**src/hw/rtl/kct_pkg.sv**
```systemverilog
// ----------------------------------------------------------------------------
// kct_pkg
// shared types and codes of the keyed count table
// ----------------------------------------------------------------------------
package kct_pkg;

    // default number of table slots
    localparam int SLOTS_DEF = 16;

    // operation codes; the fourth code behaves as a query
    localparam logic [1:0] OP_ADD    = 2'd0;
    localparam logic [1:0] OP_REMOVE = 2'd1;
    localparam logic [1:0] OP_QUERY  = 2'd2;

    // status codes
    localparam logic [1:0] ST_OK      = 2'd0;
    localparam logic [1:0] ST_MISSING = 2'd1;
    localparam logic [1:0] ST_SHORT   = 2'd2;
    localparam logic [1:0] ST_FULL    = 2'd3;

    localparam logic [15:0] COUNT_MAX = 16'hFFFF;

    // one table entry
    typedef struct packed {
        logic [7:0]  key;
        logic [15:0] count;
    } t_slot;

    // decision handed from the arithmetic unit to the sequencer
    typedef struct packed {
        logic [1:0]  status;
        logic [15:0] done_amount;
        logic [15:0] held_count;
        logic        upd;      // rewrite count of the matching slot
        logic        append;   // write a new slot at the end of the list
        logic        free;     // drop the matching slot and compact
        logic [15:0] count;    // count to write for upd or append
    } t_act;

endpackage

```
**src/hw/rtl/kct_arith.sv**
```systemverilog
// ----------------------------------------------------------------------------
// kct_arith
// add, subtract and compare unit that decides the outcome of one word
// ----------------------------------------------------------------------------
module kct_arith (
    input  logic [1:0]    i_op,
    input  logic [15:0]   i_amount,
    input  logic          i_found,
    input  logic [15:0]   i_hit_count,
    input  logic          i_full,
    output kct_pkg::t_act o_act
);

    logic [16:0] sum;
    logic [16:0] diff;
    logic [15:0] sat;

    assign sum  = {1'b0, i_hit_count} + {1'b0, i_amount};
    assign diff = {1'b0, i_hit_count} - {1'b0, i_amount};
    assign sat  = sum[16] ? kct_pkg::COUNT_MAX : sum[15:0];

    always_comb begin
        o_act = '0;
        o_act.status = kct_pkg::ST_OK;
        case (i_op)
            kct_pkg::OP_ADD: begin
                if (i_amount == 16'd0) begin
                    o_act.held_count = i_found ? i_hit_count : 16'd0;
                end else if (i_found) begin
                    o_act.upd         = 1'b1;
                    o_act.count       = sat;
                    // saturated part added is max minus old count
                    o_act.done_amount = sum[16] ? ~i_hit_count : i_amount;
                    o_act.held_count  = sat;
                end else if (i_full) begin
                    o_act.status = kct_pkg::ST_FULL;
                end else begin
                    o_act.append      = 1'b1;
                    o_act.count       = i_amount;
                    o_act.done_amount = i_amount;
                    o_act.held_count  = i_amount;
                end
            end
            kct_pkg::OP_REMOVE: begin
                if (!i_found) begin
                    o_act.status = kct_pkg::ST_MISSING;
                end else if (diff[16]) begin
                    o_act.status     = kct_pkg::ST_SHORT;
                    o_act.held_count = i_hit_count;
                end else if (diff[15:0] == 16'd0) begin
                    o_act.free        = 1'b1;
                    o_act.done_amount = i_amount;
                end else begin
                    o_act.upd         = 1'b1;
                    o_act.count       = diff[15:0];
                    o_act.done_amount = i_amount;
                    o_act.held_count  = diff[15:0];
                end
            end
            default: begin
                if (i_found) begin
                    o_act.held_count = i_hit_count;
                end else begin
                    o_act.status = kct_pkg::ST_MISSING;
                end
            end
        endcase
    end

endmodule

```
**src/hw/rtl/keyed_count_table_unit.sv**
```systemverilog
// ----------------------------------------------------------------------------
// keyed_count_table_unit
// packed table of item keys with saturating counts: add, remove, query
// ----------------------------------------------------------------------------
// one word is taken at a time. the key search walks the occupied slots one per
// cycle through a table memory with one read port, one write port and
// registered read data; it stops early on a hit and is skipped on an empty
// table. the unit then decides and writes; when a remove frees a slot that is
// not the last, the last slot is read and copied into the hole. the result
// then goes to the output register once the previous word has left it. a
// finished result waits in the output register while the next word is already
// accepted. there is no clearing pass: only slots below the fill count are
// ever compared or copied.
module keyed_count_table_unit #(
    parameter int SLOTS = kct_pkg::SLOTS_DEF
) (
    input  logic        i_clk,
    input  logic        i_rst_n,
    // input words
    input  logic        i_in_valid,
    output logic        o_in_ready,
    input  logic [1:0]  i_op,
    input  logic [7:0]  i_item_type,
    input  logic [15:0] i_amount,
    // result words
    output logic        o_out_valid,
    input  logic        i_out_ready,
    output logic [1:0]  o_status,
    output logic [15:0] o_done_amount,
    output logic [15:0] o_held_count
);

    localparam int AW = (SLOTS > 1) ? $clog2(SLOTS) : 1;   // slot address
    localparam int IW = $clog2(SLOTS + 1);                  // fill count

    typedef enum logic [2:0] {
        S_IDLE,
        S_SCAN,
        S_DECIDE,
        S_MOVE_RD,
        S_MOVE_WR,
        S_FINISH
    } t_state;

    // table memory, entries at and above the fill count are dead
    kct_pkg::t_slot mem [SLOTS];
    kct_pkg::t_slot r_rd;

    t_state         r_state;
    logic [IW-1:0]  r_used;
    logic [IW-1:0]  r_idx;        // next slot to read during the search
    logic [AW-1:0]  r_rd_idx;     // slot whose data sits in r_rd
    logic           r_pend;       // r_rd holds a slot to compare
    logic           r_found;
    logic [AW-1:0]  r_hit_idx;
    logic [15:0]    r_hit_count;

    // latched word
    logic [1:0]     r_op;
    logic [7:0]     r_key;
    logic [15:0]    r_amount;

    // result waiting for the output register
    logic [1:0]     r_res_status;
    logic [15:0]    r_res_done;
    logic [15:0]    r_res_held;

    // output register
    logic           r_out_valid;
    logic [1:0]     r_out_status;
    logic [15:0]    r_out_done;
    logic [15:0]    r_out_held;

    logic           in_acc;
    logic           out_load;
    logic           full;
    logic [AW-1:0]  rd_addr;
    logic           we;
    logic [AW-1:0]  waddr;
    kct_pkg::t_slot wdata;
    kct_pkg::t_act  act;
    logic [IW-1:0]  last_idx;

    assign o_in_ready    = (r_state == S_IDLE);
    assign in_acc        = i_in_valid && o_in_ready;
    // output register takes the finished result once the previous word is gone
    assign out_load      = (r_state == S_FINISH) && (!r_out_valid || i_out_ready);
    assign full          = (r_used == IW'(SLOTS));
    assign last_idx      = r_used - IW'(1);

    assign o_out_valid   = r_out_valid;
    assign o_status      = r_out_status;
    assign o_done_amount = r_out_done;
    assign o_held_count  = r_out_held;

    // shared add / subtract / compare unit
    kct_arith u_arith (
        .i_op        (r_op),
        .i_amount    (r_amount),
        .i_found     (r_found),
        .i_hit_count (r_hit_count),
        .i_full      (full),
        .o_act       (act)
    );

    // memory read address: search walk, or the last slot for compaction
    always_comb begin
        rd_addr = '0;
        if (r_state == S_MOVE_RD) begin
            rd_addr = r_used[AW-1:0];
        end else if (r_idx < r_used) begin
            rd_addr = r_idx[AW-1:0];
        end
    end

    // memory write: count update, append, or copy of the last slot
    always_comb begin
        we    = 1'b0;
        waddr = r_hit_idx;
        wdata = '{key: r_key, count: act.count};
        if (r_state == S_DECIDE) begin
            if (act.upd) begin
                we = 1'b1;
            end else if (act.append) begin
                we    = 1'b1;
                waddr = r_used[AW-1:0];
            end
        end else if (r_state == S_MOVE_WR) begin
            we    = 1'b1;
            wdata = r_rd;
        end
    end

    always_ff @(posedge i_clk) begin
        if (we) begin
            mem[waddr] <= wdata;
        end
        r_rd <= mem[rd_addr];
    end

    // sequencer and registered outputs
    always_ff @(posedge i_clk) begin
        if (!i_rst_n) begin
            r_state     <= S_IDLE;
            r_used      <= '0;
            r_idx       <= '0;
            r_pend      <= 1'b0;
            r_found     <= 1'b0;
            r_out_valid <= 1'b0;
        end else begin
            if (out_load) begin
                r_out_valid  <= 1'b1;
                r_out_status <= r_res_status;
                r_out_done   <= r_res_done;
                r_out_held   <= r_res_held;
            end else if (r_out_valid && i_out_ready) begin
                r_out_valid <= 1'b0;
            end
            unique case (r_state)
                S_IDLE: begin
                    if (in_acc) begin
                        r_op     <= i_op;
                        r_key    <= i_item_type;
                        r_amount <= i_amount;
                        r_idx    <= '0;
                        r_pend   <= 1'b0;
                        r_found  <= 1'b0;
                        // empty table: nothing to search
                        r_state  <= (r_used == '0) ? S_DECIDE : S_SCAN;
                    end
                end
                S_SCAN: begin
                    // issue side
                    r_pend   <= (r_idx < r_used);
                    r_rd_idx <= r_idx[AW-1:0];
                    if (r_idx < r_used) begin
                        r_idx <= r_idx + IW'(1);
                    end
                    // compare side
                    if (r_pend && (r_rd.key == r_key)) begin
                        r_found     <= 1'b1;
                        r_hit_idx   <= r_rd_idx;
                        r_hit_count <= r_rd.count;
                        r_state     <= S_DECIDE;
                    end else if (r_pend && (r_rd_idx == last_idx[AW-1:0])) begin
                        r_state <= S_DECIDE;
                    end
                end
                S_DECIDE: begin
                    r_res_status <= act.status;
                    r_res_done   <= act.done_amount;
                    r_res_held   <= act.held_count;
                    if (act.append) begin
                        r_used  <= r_used + IW'(1);
                        r_state <= S_FINISH;
                    end else if (act.free) begin
                        r_used <= last_idx;
                        // freeing the last slot needs no move
                        if (r_hit_idx == last_idx[AW-1:0]) begin
                            r_state <= S_FINISH;
                        end else begin
                            r_state <= S_MOVE_RD;
                        end
                    end else begin
                        r_state <= S_FINISH;
                    end
                end
                S_MOVE_RD: begin
                    r_state <= S_MOVE_WR;
                end
                S_MOVE_WR: begin
                    r_state <= S_FINISH;
                end
                S_FINISH: begin
                    // result moves into the output register
                    if (out_load) begin
                        r_state <= S_IDLE;
                    end
                end
                default: begin
                    r_state <= S_IDLE;
                end
            endcase
        end
    end

    // fill count never passes the table size
    a_used_bound: assert property (@(posedge i_clk) disable iff (!i_rst_n)
        r_used <= IW'(SLOTS))
        else $error("fill count beyond table size");

    // one word at a time: no second accept right after one
    a_one_word: assert property (@(posedge i_clk) disable iff (!i_rst_n)
        in_acc |=> !o_in_ready)
        else $error("word accepted while busy");

    // failed operations report nothing done
    a_fail_zero: assert property (@(posedge i_clk) disable iff (!i_rst_n)
        (o_out_valid && (o_status != kct_pkg::ST_OK)) |-> (o_done_amount == 16'd0))
        else $error("failed operation with nonzero amount");

    // table full is only possible with every slot occupied
    a_full_only: assert property (@(posedge i_clk) disable iff (!i_rst_n)
        (r_state == S_DECIDE && act.status == kct_pkg::ST_FULL) |-> full)
        else $error("full status with free slots");

endmodule
```
**config.mk**
```make
export PLATFORM = sky130hd
export DESIGN_NAME = keyed_count_table_unit
export DESIGN_NICKNAME = d
export VERILOG_FILES = /design/src/hw/rtl/kct_pkg.sv /design/src/hw/rtl/kct_arith.sv /design/src/hw/rtl/keyed_count_table_unit.sv
export SDC_FILE = /design/constraint.sdc
export NUM_CORES = 1
export LEC_CHECK = 0
export BUFFER_PORTS_ARGS = -buffer_cell sky130_fd_sc_hd__buf_2
export CORE_ASPECT_RATIO = 1.1
export CORE_MARGIN = 2
export CORE_UTILIZATION = 55
export DETAILED_ROUTE_END_ITERATION = 8
export PLACE_DENSITY = 0.75
export SLEW_MARGIN = 15
export SYNTH_ARGS = -nofsm -noshare
export SYNTH_HDL_FRONTEND = slang
export SYNTH_SLANG_ARGS = --single-unit
```
**constraint.sdc**
```tcl
create_clock -name i_clk -period 6.8 [get_ports i_clk]
set_clock_uncertainty 0.05 [all_clocks]
set_input_delay 1.7 -clock i_clk [delete_from_list [all_inputs] [get_ports i_clk]]
set_output_delay 1.7 -clock i_clk [all_outputs]
set_load 0.02 [all_outputs]
```
==> flow_summary.yaml, run 1 <==
finish:
  drive_above_1_share_pct: 11.70
  nFillCells: 3300
  area_delta_synth_final_pct: 12.43
  nets: 2132
  multi_input_area_sq_um: 7824
  ff_latch_area_sq_um: 15880
  n_antenna_cell: 0
clock_tree:
  cts.path.max_buffers: 3
  cts_setup_buffers: 0
  cts_tree: "done"
  cts_made_buffers: 52
  clkLatencyLatePin_ns: 0.61
  cts_hold_buffers: 0
  clkTransAtPathRegs_ns: 0.07
  clock_sinks: 542
  h-tree-depth: 2
  cts_resized: 0
  cts_root_buffer: "clkbuf_16"
sta:
  fmax_ghz: 0.1986
  fin_crit_sh_pct: 74.07
  timing.setup.tns_ns: 0
  slew_viol_final: 0
  rsz0062_at_grt: "false"
  setup_viol: 0
  layout_setup_ws_ns: 1.764
  slew_headroom_pct: 14.17
  hold_viol: 0
  min_period_ns: 5.036
  worstMarginPinSlew_ns: 1.281
routing:
  ant_nets: 0
  vias_per_cell: 6.064
  vias: 16230
  drtIter0Drc: 1476
  dr.pass1.iters: 5
  totalWireLength_um: 59880
  wl_per_cell_um: 22.38
  drc: 0
worst_setup_path:
  path_class: "flop to flop"
  startpoint_type: "flop"
  r2r-end: "mem[11][8]"
  crit-reg2reg-launch: "r_amount[0]"
  rrSetupSlack_ns: 1.76
  worstPathRequired_ns: 7.08
  r2r_cells: 12
  cp_slowest_cell: "o21ai_4"
  worstPathCellList: "ha_1 > fa_1 > nand2b_1 > a21oi_2 > o21ai_2 > or3_1 > mux4_2 > a211oi_4 > a21oi_4 > o21ai_4 > a211oi_4 > buf_4"
  crit_path_max_fanout: 18
  crit_arrival_ns: 5.32
  crit_top_cell: "a211oi_4"
  worstSetupEndpointType: "flop"
  slowest_delay_ns: 0.92
die:
  rows: 80
  die_w_um: 203.4
  die_h_um: 223.4
  start_util_pct: 55.65
  ios: 66
  die_area_sq_um: 45440
  core_area_sq_um: 43240
logic_synthesis:
  synth_area_leaders: "edfxtp_1, nand2_1, nand3_1"
  synth_edf_count: 502
  ys.flop_type: "edfxtp_1"
  yosysTopAreaCellShare_pct: 62.65
  post-synth-top-count-cell: "edfxtp_1"
  netlist_area_sq_um: 24060
  async_flop_share_pct: 0
  synth_area_per_cell_sq_um: 12.01
  ys_types: 76
  seq_area_frac_synth_pct: 65.98
  synth.largest_area_cell: "edfxtp_1"
  synth_warnings: 0
  synth_cells: 2003
  synth_nets: 2074
  synthTopCellsByCount: "edfxtp_1, nand2_1, nand3_1"
  synth_seq_cells: 542
placement:
  hpwlAfterDp_um: 39030
  gp_congestion: 0.9326
  dpl_worst_slack_ns: 1.842
  io_buffers: 65
global_route:
  grt_pass1_vias: 15980
  antenna_found_initial: 1
  grtUsageMet2_pct: 42.97
  grt_max_degree: 90
  grt_util_met3_pct: 4.747
  busiest_layer: "met2"
  use_met1_pct: 35.09
  grt.total_usage_pct: 26.51
  grt_overflow: 0
  grt_pass1_wl_um: 91250
min_path:
  hold_path_class: "flop to flop"
  min_to: "o_held_count[0]"
  min_from: "r_res_held[0]"
  min_path_cells: 0
pwr:
  fin_total_pwr_mw: 8.173
  power.leakage_nw: 10.03
  pwr_density_cell_nw_per_um2: 302.1
  vdd_drop_max_mv: 0.2536
run_status:
  outcome: "complete, no violations"
run:
  drv_cap: 0
-- area by class of cell --
class                   count  area share (%)
inverters                  45          0.6244
flip-flops and latches    542           58.68
multi-input cells        1304           28.92
clock buffers              63           5.000
well taps                 574           2.655
repair buffers            116           2.664
clock inverters            32           1.452
-- logic make-up after synthesis --
family / Yosys count / synth area share (%)
compound gates: 345 / 10.02
xor+xnor: 30 / 1.092
fa+ha+maj: 41 / 2.194
buf+inv: 157 / 2.610
flops: 542 / 65.98
mux: 79 / 3.349
simple gates: 809 / 14.76
-- power breakdown --
part / internal [mW] / total (mW) / switching (mW) / leakage, nW
clock: 1.69 / 2.94 / 1.25 / 0.841
combinational: 0.300 / 1.14 / 0.838 / 4.28
sequential: 4.02 / 4.10 / 0.0795 / 4.90
-- metrics by stage --
stage / hold WS, ns / util [%] / std cells / instance area [sq um]
3_5_place_dp: 0.3552 / 58.49 / 2581 / 25290
6_report: 0.3646 / 62.56 / 2676 / 27050
3_3_place_gp: 0.3518 / 58.49 / 2581 / 25290
5_1_grt: 0.3678 / 62.56 / 2676 / 27050
4_1_cts: 0.3700 / 62.52 / 2676 / 27040
2_1_floorplan: 0.3503 / - / 2003 / 24060
-- critical path: cells and delay by family (launching register included) --
kind                       cells  cell delay (ns)
adders and majority gates      2             0.69
AOI/OAI and AO/OA              6             2.03
muxes                          1             0.55
DFF                            1             0.48
and+or+nand+nor                2             0.63
buffers and inverters          1             0.30
-- worst max path at each step --
stage                        endpoint  depth (start not counted)         from
after floorplan            mem[11][0]                         12  r_amount[0]
after global placement    mem[11][15]                         12  r_amount[0]
after detailed placement  mem[11][15]                         12  r_amount[0]
after CTS                  mem[11][9]                         12  r_amount[0]
after global routing        mem[5][6]                         11  r_amount[9]
final                      mem[11][8]                         12  r_amount[0]
-- registers in the layout (all words and copies together) (netlist names), 5 cells and up --
signal and count:
mem 384, r_rd 24, o_done_amount 16, o_held_count 16, r_amount 16, r_hit_count 16, r_res_done 16, r_res_held 16
r_key 8, r_idx 5, r_used 5
-- cell usage in the layout (no fill, tap or decap), types with 11 or more instances in the layout --
cell,n
edfxtp_1,502
nand2_1,445
nand3_1,167
mux2i_1,76
nor2_1,69
a21oi_1,69
buf_2,65
o21ai_0,64
clkbuf_16,52
buf_4,50
inv_1,45
dfxtp_1,40
ha_1,39
o221ai_1,25
a32oi_1,25
nor3_1,22
a31oi_1,19
a21o_1,18
nand2b_1,17
a211oi_4,17
xor2_1,16
nor4_1,14
xnor2_1,14
a211oi_1,12
clkinv_1,12
o211ai_1,11
and2_1,11
-- metal layers --
layer  up-vias  part of all wire (%)
li1       7509                     -
met1      7918                    40
met2       667                    48
met3       132                   7.1
met4         0                   4.4
met5         -                     0
No activity file was read; power rests on OpenSTA's default activity.
==> run 2: changes to the inputs <==
ABC_AREA = 1   (was not set)
PLACE_DENSITY = 0.77   (was 0.75)
clock period = 4.1 ns   (was 6.8 ns; I/O delays follow)
==> run 2 against run 1 <==
Non-clock buffer count increased by 18. Final cell count increased by 9.4%. Synthesized cell count increased by 12%. Sequential cell count unchanged. Worst setup slack got worse by 1.4 ns. Clock-buffer cell count increased by 9. Critical path type unchanged. Largest cell class unchanged. Largest power group unchanged.
==> flow_summary.yaml, run 2 <==
die:
  die_h_um: 224.9
  core_area_sq_um: 43540
  ios: 66
  die_w_um: 204.8
  start_util_pct: 56.03
  rows: 80
  die_area_sq_um: 46060
sta:
  rsz0062_at_grt: "false"
  setup_viol: 0
  slew_viol_final: 0
  whs_ns: 0.3674
  hold_viol: 0
  timing.setup.tns_ns: 0
  fmax_ghz: 0.2670
  worstMarginPinSlew_ns: 1.067
  min_period_ns: 3.745
  slew_headroom_pct: 28.38
  fin_crit_sh_pct: 91.35
  layout_setup_ws_ns: 0.3547
worst_setup_path:
  critPathLaunch: "r_hit_count[3]"
  cp_top_family: "simple AND/OR/NAND/NOR gates"
  crit_path_max_fanout: 15
  cp_slowest_cell: "ha_1"
  crit_top_cell: "nand2_1"
  slowest_delay_ns: 0.56
  rrSetupSlack_ns: 0.35
  path_class: "flop to flop"
  worstPathCellList: "ha_1 > nand2_1 > nor2_1 > nand2_1 > nand3_1 > nand2_1 > nand3_1 > nand2_1 > nand2_1 > nor2_2 > nand2_4 > nand2_4 > nand3_4 > nand2_4 > nor2_2 > buf_4"
  startpoint_type: "flop"
  worstPathRequired_ns: 4.33
  crit-reg2reg-launch: "r_hit_count[3]"
  path_buf_inv: 1
  worstSetupEndpointType: "flop"
  crit_arrival_ns: 3.98
min_path:
  hold_path_class: "flop to flop"
  min_from: "r_res_held[0]"
placement:
  dpl_worst_slack_ns: 0.2707
  gp_congestion: 0.9753
  place_area_sq_um: 25650
  hpwlAfterDp_um: 39370
  place_inst: 2832
  io_buffers: 65
finish:
  fin_util_pct: 62.95
  drive_above_1_share_pct: 12.41
  nFillCells: 3333
  most-common-layout-cells: "edfxtp_1, nand2_1, inv_1"
  largest_register_ffs: 384
  final_common_cell: "edfxtp_1"
  largestRegisters: "mem (384), r_rd (24)"
  area_delta_synth_final_pct: 12.35
  design_area_sq_um: 27410
  nets: 2382
  top_register: "mem"
  fin_cells: 2927
  n_antenna_cell: 0
pwr:
  p_int_mw: 9.919
  p_seq_share_pct: 50.0
  clockPowerShare_pct: 36.8
  p_sw_share_pct: 25.69
  p_sw_mw: 3.428
  power.leakage_nw: 10.17
  combPwrFrac_pct: 13.2
  fin_total_pwr_mw: 13.35
  pwr_density_cell_nw_per_um2: 487.0
  vdd_drop_max_mv: 0.3583
global_route:
  grt_pass1_wl_um: 95970
  antenna_found_initial: 1
  grt.total_usage_pct: 27.58
  grt_max_degree: 113
  grt_overflow: 0
  grt_pass1_vias: 16880
logic_synthesis:
  ys_types: 52
  seq_area_frac_synth_pct: 65.07
  ys.flop_type: "edfxtp_1"
  yosysTopAreaCellShare_pct: 61.79
  async_flop_share_pct: 0
  synth_nets: 2308
  synth.largest_area_cell: "edfxtp_1"
  synth_warnings: 0
  synth_area_per_cell_sq_um: 10.91
  synth_edf_count: 502
  synth_cells: 2237
  netlist_area_sq_um: 24400
  synth_seq_cells: 542
  post-synth-top-count-cell: "edfxtp_1"
  synth_area_leaders: "edfxtp_1, nand2_1, a21oi_1"
  synthTopCellsByCount: "edfxtp_1, nand2_1, inv_1"
routing:
  drc: 0
  dr.pass1.iters: 5
  vias_per_cell: 5.879
  drtIter0Drc: 1807
  ant_nets: 0
  wl_per_cell_um: 21.60
  totalWireLength_um: 63220
  vias: 17210
clock_tree:
  cts_made_buffers: 51
  cts_root_buffer: "clkbuf_16"
  cts_resized: 0
  h-tree-depth: 2
  clkTransAtPathRegs_ns: 0.07
  cts_hold_buffers: 0
  clkLatencyLatePin_ns: 0.60
  cts_setup_buffers: 0
  clock_sinks: 542
  cts.path.max_buffers: 3
  cts_tree: "done"
run_status:
  outcome: "complete, no violations"
run:
  drv_cap: 0
## run 2: cell count changes after synthesis, sizes merged, moves of 58 or more
cell    previous run  this run
inv               45       275
a21oi             73       221
o21ai             69       191
o211ai            11        99
nand2            449       362
mux2i             76         0
buf               18        76
## run 2: cells by family after synthesis
logic type                 share of synthesized area [%]
and+or+nand+nor                                    12.61
adders and majority gates                          2.164
AOI/OAI and AO/OA                                  12.58
xor gates and xnor gates                          0.8616
buffers and inverters                              6.719
DFF                                                65.07
## run 2: power groups by stage
stage	Clock [mW]	Sequential (mW)	Combinational, mW
final	4.91	6.67	1.77
after global placement	0	6.78	1.68
after detailed placement	0	6.79	1.73
after global routing	5.15	6.69	1.94
after floorplan	0	6.78	1.09
after CTS	4.98	6.67	1.74
## run 2: final cells by class
class                      count  area (sq um)  share of cell area [%]
inverter                     278          1044                   3.807
clock inverter                23         267.8                  0.9769
multi-input combinational   1304          7008                   25.57
timing repair buffer         134          1018                   3.716
clock buffer                  72          1478                   5.391
tap                          574         718.2                   2.620
sequential                   542         15880                   57.92
## run 2: worst paths after layout
path,end,cells after the start
max,mem[13][22],16
min,o_held_count[0],0
max reg2reg,mem[13][22],16
min reg2reg,o_held_count[0],0
## run 2: routing by layer
metal	GRT usage, %	share of wire (%)
met1	35.17	39
met2	47.34	50
met3	4.063	7.5
met5	0	0
met4	11.22	3.5
